### src/sv/cbpl_pkg.sv
// ----------------------------------------------------------------------------
// cbpl_pkg
// Shared widths, constants and controller/datapath interface types for the
// cubic Bezier point and length core.
// ----------------------------------------------------------------------------
package cbpl_pkg;

  localparam int unsigned MAX_SAMPLES = 1024;
  localparam int unsigned NUM_REGS    = 8;
  localparam int unsigned COORD_W     = 16;
  localparam int unsigned T_W         = 17;
  localparam int unsigned N_W         = 11;
  localparam int unsigned LEN_W       = 27;
  localparam int unsigned D_W         = $clog2(MAX_SAMPLES);
  localparam int unsigned SQ_W        = 2 * T_W;
  localparam int unsigned PR_W        = SQ_W + T_W;
  localparam int unsigned W_W         = 25;
  localparam int unsigned ACC_W       = 43;
  localparam int unsigned RT_W        = 36;
  localparam int unsigned DIV_STEPS   = T_W;
  localparam int unsigned SQRT_STEPS  = RT_W / 2;
  localparam int unsigned CNT_W       = $clog2(SQRT_STEPS);
  localparam int unsigned PADDR_W     = $clog2(NUM_REGS) + 2;

  localparam logic [T_W-1:0]   ONE_T   = T_W'(65536);
  localparam logic [LEN_W-1:0] LEN_MAX = {LEN_W{1'b1}};
  localparam logic [N_W-1:0]   N_MAX   = N_W'(MAX_SAMPLES);

  typedef logic signed [COORD_W-1:0] coord_t;

  typedef struct packed {
    logic       load_in;
    logic       div_init;
    logic       div_step;
    logic       t_adv;
    logic       sq;
    logic       wa;
    logic       wb;
    logic       acc_en;
    logic [1:0] acc_k;
    logic       rnd;
    logic       seg;
    logic       sqrt_step;
    logic       sum_add;
    logic       cache_store;
    logic       out_load;
  } cmd_t;

  typedef struct packed {
    logic           mode;
    logic           hit;
    logic           few;
    logic [D_W-1:0] last_seg;
  } sts_t;

  typedef enum logic [13:0] {
    S_IDLE = 14'b00000000000001,
    S_CHK  = 14'b00000000000010,
    S_DIV  = 14'b00000000000100,
    S_ADV  = 14'b00000000001000,
    S_SQ   = 14'b00000000010000,
    S_WA   = 14'b00000000100000,
    S_WB   = 14'b00000001000000,
    S_ACC  = 14'b00000010000000,
    S_RND  = 14'b00000100000000,
    S_SEG  = 14'b00001000000000,
    S_SQRT = 14'b00010000000000,
    S_ADD  = 14'b00100000000000,
    S_FIN  = 14'b01000000000000,
    S_DONE = 14'b10000000000000
  } state_t;

endpackage

### src/sv/cbpl_ctrl.sv
// ----------------------------------------------------------------------------
// cbpl_ctrl
// Controller: sequences point evaluation, the step divider, chord square
// roots and the length sum, and owns the channel handshakes.
// ----------------------------------------------------------------------------
module cbpl_ctrl (
  input  logic           clk,
  input  logic           rst_n,
  input  logic           in_valid,
  output logic           in_ready,
  output logic           out_valid,
  input  logic           out_ready,
  input  cbpl_pkg::sts_t sts,
  output cbpl_pkg::cmd_t cmd
);

  localparam int unsigned CNT_W = cbpl_pkg::CNT_W;
  localparam int unsigned D_W   = cbpl_pkg::D_W;

  cbpl_pkg::state_t state_r, state_nxt;
  logic [CNT_W-1:0] cnt_r, cnt_nxt;
  logic [D_W-1:0]   seg_r, seg_nxt;
  logic             first_r, first_nxt;
  logic             out_valid_r, out_valid_nxt;

  always_comb begin
    state_nxt = state_r;
    cnt_nxt   = cnt_r;
    seg_nxt   = seg_r;
    first_nxt = first_r;
    cmd       = '0;
    unique case (state_r)
      cbpl_pkg::S_IDLE: begin
        if (in_valid) begin
          cmd.load_in = 1'b1;
          state_nxt   = cbpl_pkg::S_CHK;
        end
      end
      cbpl_pkg::S_CHK: begin
        if (!sts.mode) begin
          state_nxt = cbpl_pkg::S_SQ;
        end else if (sts.hit) begin
          state_nxt = cbpl_pkg::S_DONE;
        end else if (sts.few) begin
          state_nxt = cbpl_pkg::S_FIN;
        end else begin
          cmd.div_init = 1'b1;
          cnt_nxt      = '0;
          state_nxt    = cbpl_pkg::S_DIV;
        end
      end
      cbpl_pkg::S_DIV: begin
        cmd.div_step = 1'b1;
        cnt_nxt      = cnt_r + CNT_W'(1);
        if (cnt_r == CNT_W'(cbpl_pkg::DIV_STEPS - 1)) begin
          first_nxt = 1'b1;
          seg_nxt   = D_W'(1);
          state_nxt = cbpl_pkg::S_SQ;
        end
      end
      cbpl_pkg::S_ADV: begin
        cmd.t_adv = 1'b1;
        state_nxt = cbpl_pkg::S_SQ;
      end
      cbpl_pkg::S_SQ: begin
        cmd.sq    = 1'b1;
        state_nxt = cbpl_pkg::S_WA;
      end
      cbpl_pkg::S_WA: begin
        cmd.wa    = 1'b1;
        state_nxt = cbpl_pkg::S_WB;
      end
      cbpl_pkg::S_WB: begin
        cmd.wb    = 1'b1;
        cnt_nxt   = '0;
        state_nxt = cbpl_pkg::S_ACC;
      end
      cbpl_pkg::S_ACC: begin
        cmd.acc_en = 1'b1;
        cmd.acc_k  = cnt_r[1:0];
        cnt_nxt    = cnt_r + CNT_W'(1);
        if (cnt_r == CNT_W'(3)) begin
          state_nxt = cbpl_pkg::S_RND;
        end
      end
      cbpl_pkg::S_RND: begin
        cmd.rnd = 1'b1;
        if (!sts.mode) begin
          state_nxt = cbpl_pkg::S_DONE;
        end else if (first_r) begin
          first_nxt = 1'b0;
          state_nxt = cbpl_pkg::S_ADV;
        end else begin
          state_nxt = cbpl_pkg::S_SEG;
        end
      end
      cbpl_pkg::S_SEG: begin
        cmd.seg   = 1'b1;
        cnt_nxt   = '0;
        state_nxt = cbpl_pkg::S_SQRT;
      end
      cbpl_pkg::S_SQRT: begin
        cmd.sqrt_step = 1'b1;
        cnt_nxt       = cnt_r + CNT_W'(1);
        if (cnt_r == CNT_W'(cbpl_pkg::SQRT_STEPS - 1)) begin
          state_nxt = cbpl_pkg::S_ADD;
        end
      end
      cbpl_pkg::S_ADD: begin
        cmd.sum_add = 1'b1;
        if (seg_r == sts.last_seg) begin
          state_nxt = cbpl_pkg::S_FIN;
        end else begin
          seg_nxt   = seg_r + D_W'(1);
          state_nxt = cbpl_pkg::S_ADV;
        end
      end
      cbpl_pkg::S_FIN: begin
        cmd.cache_store = 1'b1;
        state_nxt       = cbpl_pkg::S_DONE;
      end
      cbpl_pkg::S_DONE: begin
        if (!out_valid_r || out_ready) begin
          cmd.out_load = 1'b1;
          state_nxt    = cbpl_pkg::S_IDLE;
        end
      end
      default: begin
        state_nxt = cbpl_pkg::S_IDLE;
      end
    endcase
  end

  assign out_valid_nxt = (out_valid_r && !out_ready) || cmd.out_load;
  assign in_ready      = (state_r == cbpl_pkg::S_IDLE);
  assign out_valid     = out_valid_r;

  always_ff @(posedge clk) begin
    if (!rst_n) begin
      state_r     <= cbpl_pkg::S_IDLE;
      cnt_r       <= '0;
      seg_r       <= '0;
      first_r     <= 1'b0;
      out_valid_r <= 1'b0;
    end else begin
      state_r     <= state_nxt;
      cnt_r       <= cnt_nxt;
      seg_r       <= seg_nxt;
      first_r     <= first_nxt;
      out_valid_r <= out_valid_nxt;
    end
  end

  a_onehot: assert property (@(posedge clk) disable iff (!rst_n) $onehot(state_r))
    else $error("Controller state is not one-hot.");

  a_accept_chk: assert property (@(posedge clk) disable iff (!rst_n)
    (in_valid && in_ready) |=> (state_r == cbpl_pkg::S_CHK))
    else $error("Accepted transaction did not enter the check state.");

  a_done_hold: assert property (@(posedge clk) disable iff (!rst_n)
    (state_r == cbpl_pkg::S_DONE && out_valid_r && !out_ready)
      |=> (state_r == cbpl_pkg::S_DONE && out_valid_r))
    else $error("Finished result overwrote a pending transaction.");

  a_sqrt_cnt: assert property (@(posedge clk) disable iff (!rst_n)
    (state_r == cbpl_pkg::S_SQRT) |-> (cnt_r < CNT_W'(cbpl_pkg::SQRT_STEPS)))
    else $error("Square root step counter out of range.");

endmodule

### config.mk
export PLATFORM = sky130hd
export DESIGN_NAME = cbpl_ctrl
export DESIGN_NICKNAME = d
export VERILOG_FILES = /design/src/sv/cbpl_pkg.sv /design/src/sv/cbpl_ctrl.sv
export SDC_FILE = /design/constraint.sdc
export NUM_CORES = 1
export LEC_CHECK = 0
export ABC_AREA = 1
export BUFFER_PORTS_ARGS = -buffer_cell sky130_fd_sc_hd__buf_2
export CAP_MARGIN = 20
export CORE_MARGIN = 2
export CORE_UTILIZATION = 51
export CTS_CLUSTER_SIZE = 10
export DETAILED_ROUTE_END_ITERATION = 8
export PLACE_DENSITY = 0.82
export SLEW_MARGIN = 40
export SYNTH_ARGS = -nofsm -noshare
export SYNTH_HDL_FRONTEND = slang
export SYNTH_SLANG_ARGS = --single-unit
### constraint.sdc
create_clock -name clk -period 1.4 [get_ports clk]
set_input_delay 0.28 -clock clk [delete_from_list [all_inputs] [get_ports clk]]
set_output_delay 0.28 -clock clk [all_outputs]
set_load 0.005 [all_outputs]
# After elaboration in Yosys (flattened, before gate mapping)

Cells that the tools add are included.

Multipliers: 0
Add/subtract/negate cells: 2
Multiplexer cells: 41
Equality and inequality tests: 28
Reduce and logical (&&, ||, !) cells: 14
$lt $le $gt $ge: 0
Shifts and indexed selects: 0
Bitwise logic cells: 0
Divide/modulo/power cells: 0

Operators by type and width:

| cell                                                                    | count |
|---|---|
| 14-bit one-hot mux with 14 select lines                                 | 1 |
| 14-bit two-way mux                                                      | 8 |
| 10-bit two-way mux                                                      | 3 |
| 13-bit two-way mux                                                      | 2 |
| 1-bit two-way mux                                                       | 20 |
| 2-bit inequality test, second input constant                            | 10 |
| 10-bit one-hot mux with 2 select lines                                  | 1 |
| 5-bit two-way mux                                                       | 3 |
| 5-bit one-hot mux with 3 select lines                                   | 1 |
| 14-bit by 1-bit equality test with 1-bit output, second input constant  | 1 |
| 14-bit by 10-bit equality test with 1-bit output, second input constant | 1 |
| 14-bit by 11-bit equality test with 1-bit output, second input constant | 1 |
| 14-bit by 12-bit equality test with 1-bit output, second input constant | 1 |
| 14-bit by 13-bit equality test with 1-bit output, second input constant | 1 |
| 14-bit equality test, second input constant                             | 1 |
| 14-bit by 2-bit equality test with 1-bit output, second input constant  | 1 |
| 14-bit by 3-bit equality test with 1-bit output, second input constant  | 1 |
| 14-bit by 4-bit equality test with 1-bit output, second input constant  | 1 |
| 14-bit by 5-bit equality test with 1-bit output, second input constant  | 1 |
| 14-bit by 6-bit equality test with 1-bit output, second input constant  | 1 |
| 14-bit by 7-bit equality test with 1-bit output, second input constant  | 1 |
| 14-bit by 8-bit equality test with 1-bit output, second input constant  | 1 |
| 14-bit by 9-bit equality test with 1-bit output, second input constant  | 1 |
| 10-bit by 1-bit adder with 10-bit output, second input constant         | 1 |
| 16 further kinds                                                        | 21 |

Latch bits: 0
Output and inout port bits: 18
Register bits: 31
Logic and storage cells: 90
Bits of input ports: 17
Memories kept: 0
Bits in read-only memories: 0
Bits in writable memories: 0

# Depth between registers and ports, before layout

Depth after elaboration: 5
Depth in mapped cells: 13

# Worst setup path after synthesis

Ideal clock, no wire load.

Path kind: flip-flop to flip-flop
Start: reg state_r[2]
End: reg seg_r[2]
Arrival: 1,424 ps
Slack: -138 ps
Required time: 1,286 ps
Cell stages (with the launch flop): 13
Path through: dfxtp_1 nor2_2 nand2_2 nor2_8 nand2_2 buf_6 nand2_2 nand2_1 clkinv_2 nand2_2 buf_6 nor2_1 nor2_2

Word-level cells in the longest chain between the ends: 3
Elaborated cells on any way between the ends: 7
Classes of those cells: eq/ne (4); mux (1); reduce/logical (2)

Ends and longest elaborated chain:

| what                                                                                                                | RTL line         | text |
|---|---|---|
| start: declaration                                                                                                  | cbpl_ctrl.sv:20  | `cbpl_pkg::state_t state_r, state_nxt;` |
| start signal: assignment                                                                                            | cbpl_ctrl.sv:140 | `state_r <= cbpl_pkg::S_IDLE;` |
| start signal: assignment                                                                                            | cbpl_ctrl.sv:146 | `state_r <= state_nxt;` |
| 14-bit by 12-bit equality test with 1-bit output or 14-bit by 3-bit equality test with 1-bit output (tied branches) | cbpl_ctrl.sv:32  | `unique case (state_r)` |
| 2-bit inequality test (no line) or 2-bit nonzero test (tied branches)                                               | -                |  |
| 3-bit AND reduction (no line)                                                                                       | -                |  |
| end signal: assignment                                                                                              | cbpl_ctrl.sv:148 | `seg_r <= seg_nxt;` |
| end: declaration                                                                                                    | cbpl_ctrl.sv:22  | `logic [D_W-1:0] seg_r, seg_nxt;` |

Parallel ways exist; a longest one is shown, timed or not.
A chain may end at the register's enable or synchronous reset.

==> flow_summary.yaml <==
outcome:
  run_status: "finished with violations"
  failed_checks: "setup timing"
finish:
  nFillCells: 180
  multi_input_area_mm2: 0.00162
  layout.cell_area.non_filler_mm2: 0.00347
  final_net_count: 471
  most_frequent_cells_in_the_layout: "63 x sky130_fd_sc_hd__nand2_1, 48 x sky130_fd_sc_hd__buf_4, 47 x sky130_fd_sc_hd__inv_1"
  mostFrequentLayoutCell: "sky130_fd_sc_hd__nand2_1"
  final-seq-area_um2: 644
  antenna_cells_inserted: 0
  area_growth_pct: 65.4
  proportion_of_layout_cells_with_a_drive_suffix_above_1_pct: 47.7
  final_util_pct: 87.5
clocking:
  clock_tree.root_cell: "sky130_fd_sc_hd__clkbuf_8"
  clkLatencyLatePin_ps: 310
  cts_tree: "yes"
  ctsLongestPathBuffers: 2
  cts_htree_levels: 2
  clk_pin_slew_ps: 80
  cts-buffers-inserted: 5
  cts_num_sinks: 31
logic_synthesis:
  flip_flop_and_latch_count_after_synthesis: 31
  synth_area_mm2: 0.00210
  synth_sequential_area_ratio_pct: 29.6
  synth-warning-count: 0
  post_synth.cell_area_avg_um2: 6.05
  synth_enable_flop_cells: 0
  netlist_instances: 347
  dominantRegCellSynth: "sky130_fd_sc_hd__dfxtp_1"
  async_flop_share_pct: 0
  mappedNetlistNets: 368
  synth_cell_types: 33
setup_path:
  critical_path_peak_fanout: 3
  critical_path_capture_point_type: "output port"
  cp_data_arrival_time_ps: 1590
  critical_path.endpoint: "cmd[11]"
  crit_type: "flop to output port"
  path_cells: "nor2_4, nand3_2, buf_4, nor3_1, buf_2"
  count_of_buffer_and_inverter_cells_on_the_critical_path: 2
  rr_endpoint: "state_r[0]"
  cp.depth: 5
  cp-start-kind: "flop"
  path_delay_family: "simple AND/OR/NAND/NOR gates"
  r2r_cells: 12
  reg2reg_from: "state_r[11]"
  cp.required_ps: 1120
  ff2ff_setup_slack_ps: -440
  critPathSlowestCell: "sky130_fd_sc_hd__dfxtp_2"
  worst_setup_path_startpoint: "state_r[11]"
  timing.critical_path.slowest_cell_delay_ps: 350
min_path:
  min_delay_path_depth: 3
  hold_path_class: "input pin to flop"
sta:
  fin_tns_setup_ps: -15910
  worstMarginPinSlew_ps: 360
  final_max_slew_viol_count: 0
  timing.final.hold_violations: 0
  timing.max_slew.rel_slack_pct: 75.8
  period_share_pct: 134
  layout_min_cycle_time_ps: 1870
  setup_repair_after_global_routing_missed_its_margin: "yes"
  clock_tree_skew_after_final_layout_ps: 15.2
  timing.fmax_mhz: 534
  setup_slack_ps: -473
  timing.final.setup_violations: 46
global_route:
  grt_overflow: 0
  track_usage_pct: 30.8
  grt_first_pass_wirelength_mm: 10.7
  antenna_found_initial: 0
  grt_pass1_vias: 2432
  pin_count_of_the_biggest_net_entering_global_routing: 21
routing:
  final_antenna_net_count: 0
  drt_pass1_iterations: 6
  drc_errors: 0
  drt-total-wl_mm: 10.1
  routed_via_density: 6.10
  detail_route.iter0.violations: 377
  routed-via-count: 3054
  routed_wire_length_per_instance_um: 20.2
power_and_ir_drop:
  internal_power_mw: 1.74
  pwr-share-seq_pct: 35.6
  leakagePower_nw: 1.67
  power.density_cell_area_mw_per_mm2: 753
  total_switching_power_mw: 0.877
  max-vdd-ir-drop_mv: 0.865
  power.switching_fraction_pct: 33.5
  pwr-share-comb_pct: 26.7
  overall_power_after_layout_mw: 2.62
  pwr-share-clk_pct: 37.7
floorplanning:
  dieHeight_um: 68.2
  die_ar_mm2: 0.00465
  floorplan.initialDensity_pct: 52.9
  design.core.area_mm2: 0.00397
  die_w_um: 68.2
  boundaryPins: 35
  rows: 23
placement:
  post-dp-hpwl_mm: 4.08
  finalWeightedCongestion: 0.891
  buffer_ports.inserted: 34
  placement.cell_area_mm2: 0.00267
  dpl_worst_slack_ps: -212
run:
  drv_cap: 0
==> registers in the layout (all words and copies together) (netlist names) <==
| name | flops |
|---|---|
| cnt_r | 5 |
| first_r | 1 |
| state_r | 14 |
| seg_r | 10 |
| out_valid | 1 |
==> cells by family (layout without fill, tap and decap cells) <==
| kind of cell | Yosys count | in the layout | synth area share [%] |
|---|---|---|---|
| adder cells (fa/ha/maj) | 4 | 4 | 2.38 |
| buffers and inverters | 66 | 169 | 12.6 |
| AND/OR/NAND/NOR | 209 | 210 | 45.0 |
| AO/OA/AOI/OAI | 31 | 31 | 7.93 |
| XOR/XNOR | 6 | 6 | 2.50 |
| flip-flops | 31 | 31 | 29.6 |
==> stage by stage <==
| step | std cells | hold WS (ps) |
|---|---|---|
| after CTS | 491 | 278 |
| after floorplan | 347 | 418 |
| after detailed placement | 470 | 445 |
| after global routing | 501 | 349 |
| final | 501 | 327 |
| after global placement | 470 | 443 |
==> cell type report <==
cell class | count | share of cell area (%)
Tap cell | 50 | 1.80
Inverter | 61 | 7.10
Clock buffer | 6 | 2.38
Sequential cell | 31 | 18.6
Timing Repair Buffer | 100 | 22.5
Clock inverter | 2 | 1.01
Multi-Input combinational cell | 251 | 46.6
==> worst min-delay path by stage <==
stage	start	endpoint	slack (ps)
finish	sts[10]	state_r[12]	330
floorplan	rst_n	cnt_r[0]	420
CTS	out_ready	out_valid	280
detailed placement	first_r	state_r[9]	440
global placement	first_r	state_r[9]	440
global route	sts[10]	state_r[12]	350
==> worst reg2reg max path: stages, from the launching register on <==
cell,delay [ps]
sky130_fd_sc_hd__dfxtp_2,350
sky130_fd_sc_hd__nor2_4,180
sky130_fd_sc_hd__nand2_4,100
sky130_fd_sc_hd__nor2_4,190
sky130_fd_sc_hd__buf_4,160
sky130_fd_sc_hd__buf_6,90
sky130_fd_sc_hd__nand3_2,120
sky130_fd_sc_hd__nand2_1,140
sky130_fd_sc_hd__inv_1,80
sky130_fd_sc_hd__nand2_2,100
sky130_fd_sc_hd__o21ai_0,90
sky130_fd_sc_hd__nand2_1,80
sky130_fd_sc_hd__nand2_1,50
==> timing repair <==
action                     in CTS  in global routing
pin swaps                      19                 15
gates resized for setup        53                 82
hold buffers                    0                  0
gates cloned                    1                  0
setup endpoints to repair      43                 45
setup buffers                  12                 10
==> synth_stat cells (all sizes together) (4+ instances only) <==
cell type	count	area share [%]
nand2	89	17
nor3	5	1.2
ha	4	2.4
clkinv	4	0.77
o21ai	9	2.1
a21oi	18	4.3
nor2	70	15
nand3	33	8.3
dfxtp	31	30
inv	57	10
==> metal layers <==
metal / up-vias / routed length (um) / global-route usage, % / share of wire (%)
met3: 122 / 1090 / 5.92 / 11
met4: 0 / 831 / 15.5 / 8.2
met1: 1359 / 3620 / 35.7 / 36
met5: - / 0 / 0 / 0
li1: 1282 / - / - / -
met2: 291 / 4560 / 53.6 / 45
==> power by group through the flow <==
stage	Clock, mW	Sequential, mW	Combinational, mW
after floorplan	0	0.934	0.267
after global placement	0	0.936	0.394
after detailed placement	0	0.936	0.401
after CTS	0.952	0.921	0.476
after global routing	1.01	0.932	0.743
final	0.987	0.932	0.697
No activity file was read; power rests on OpenSTA's default activity.
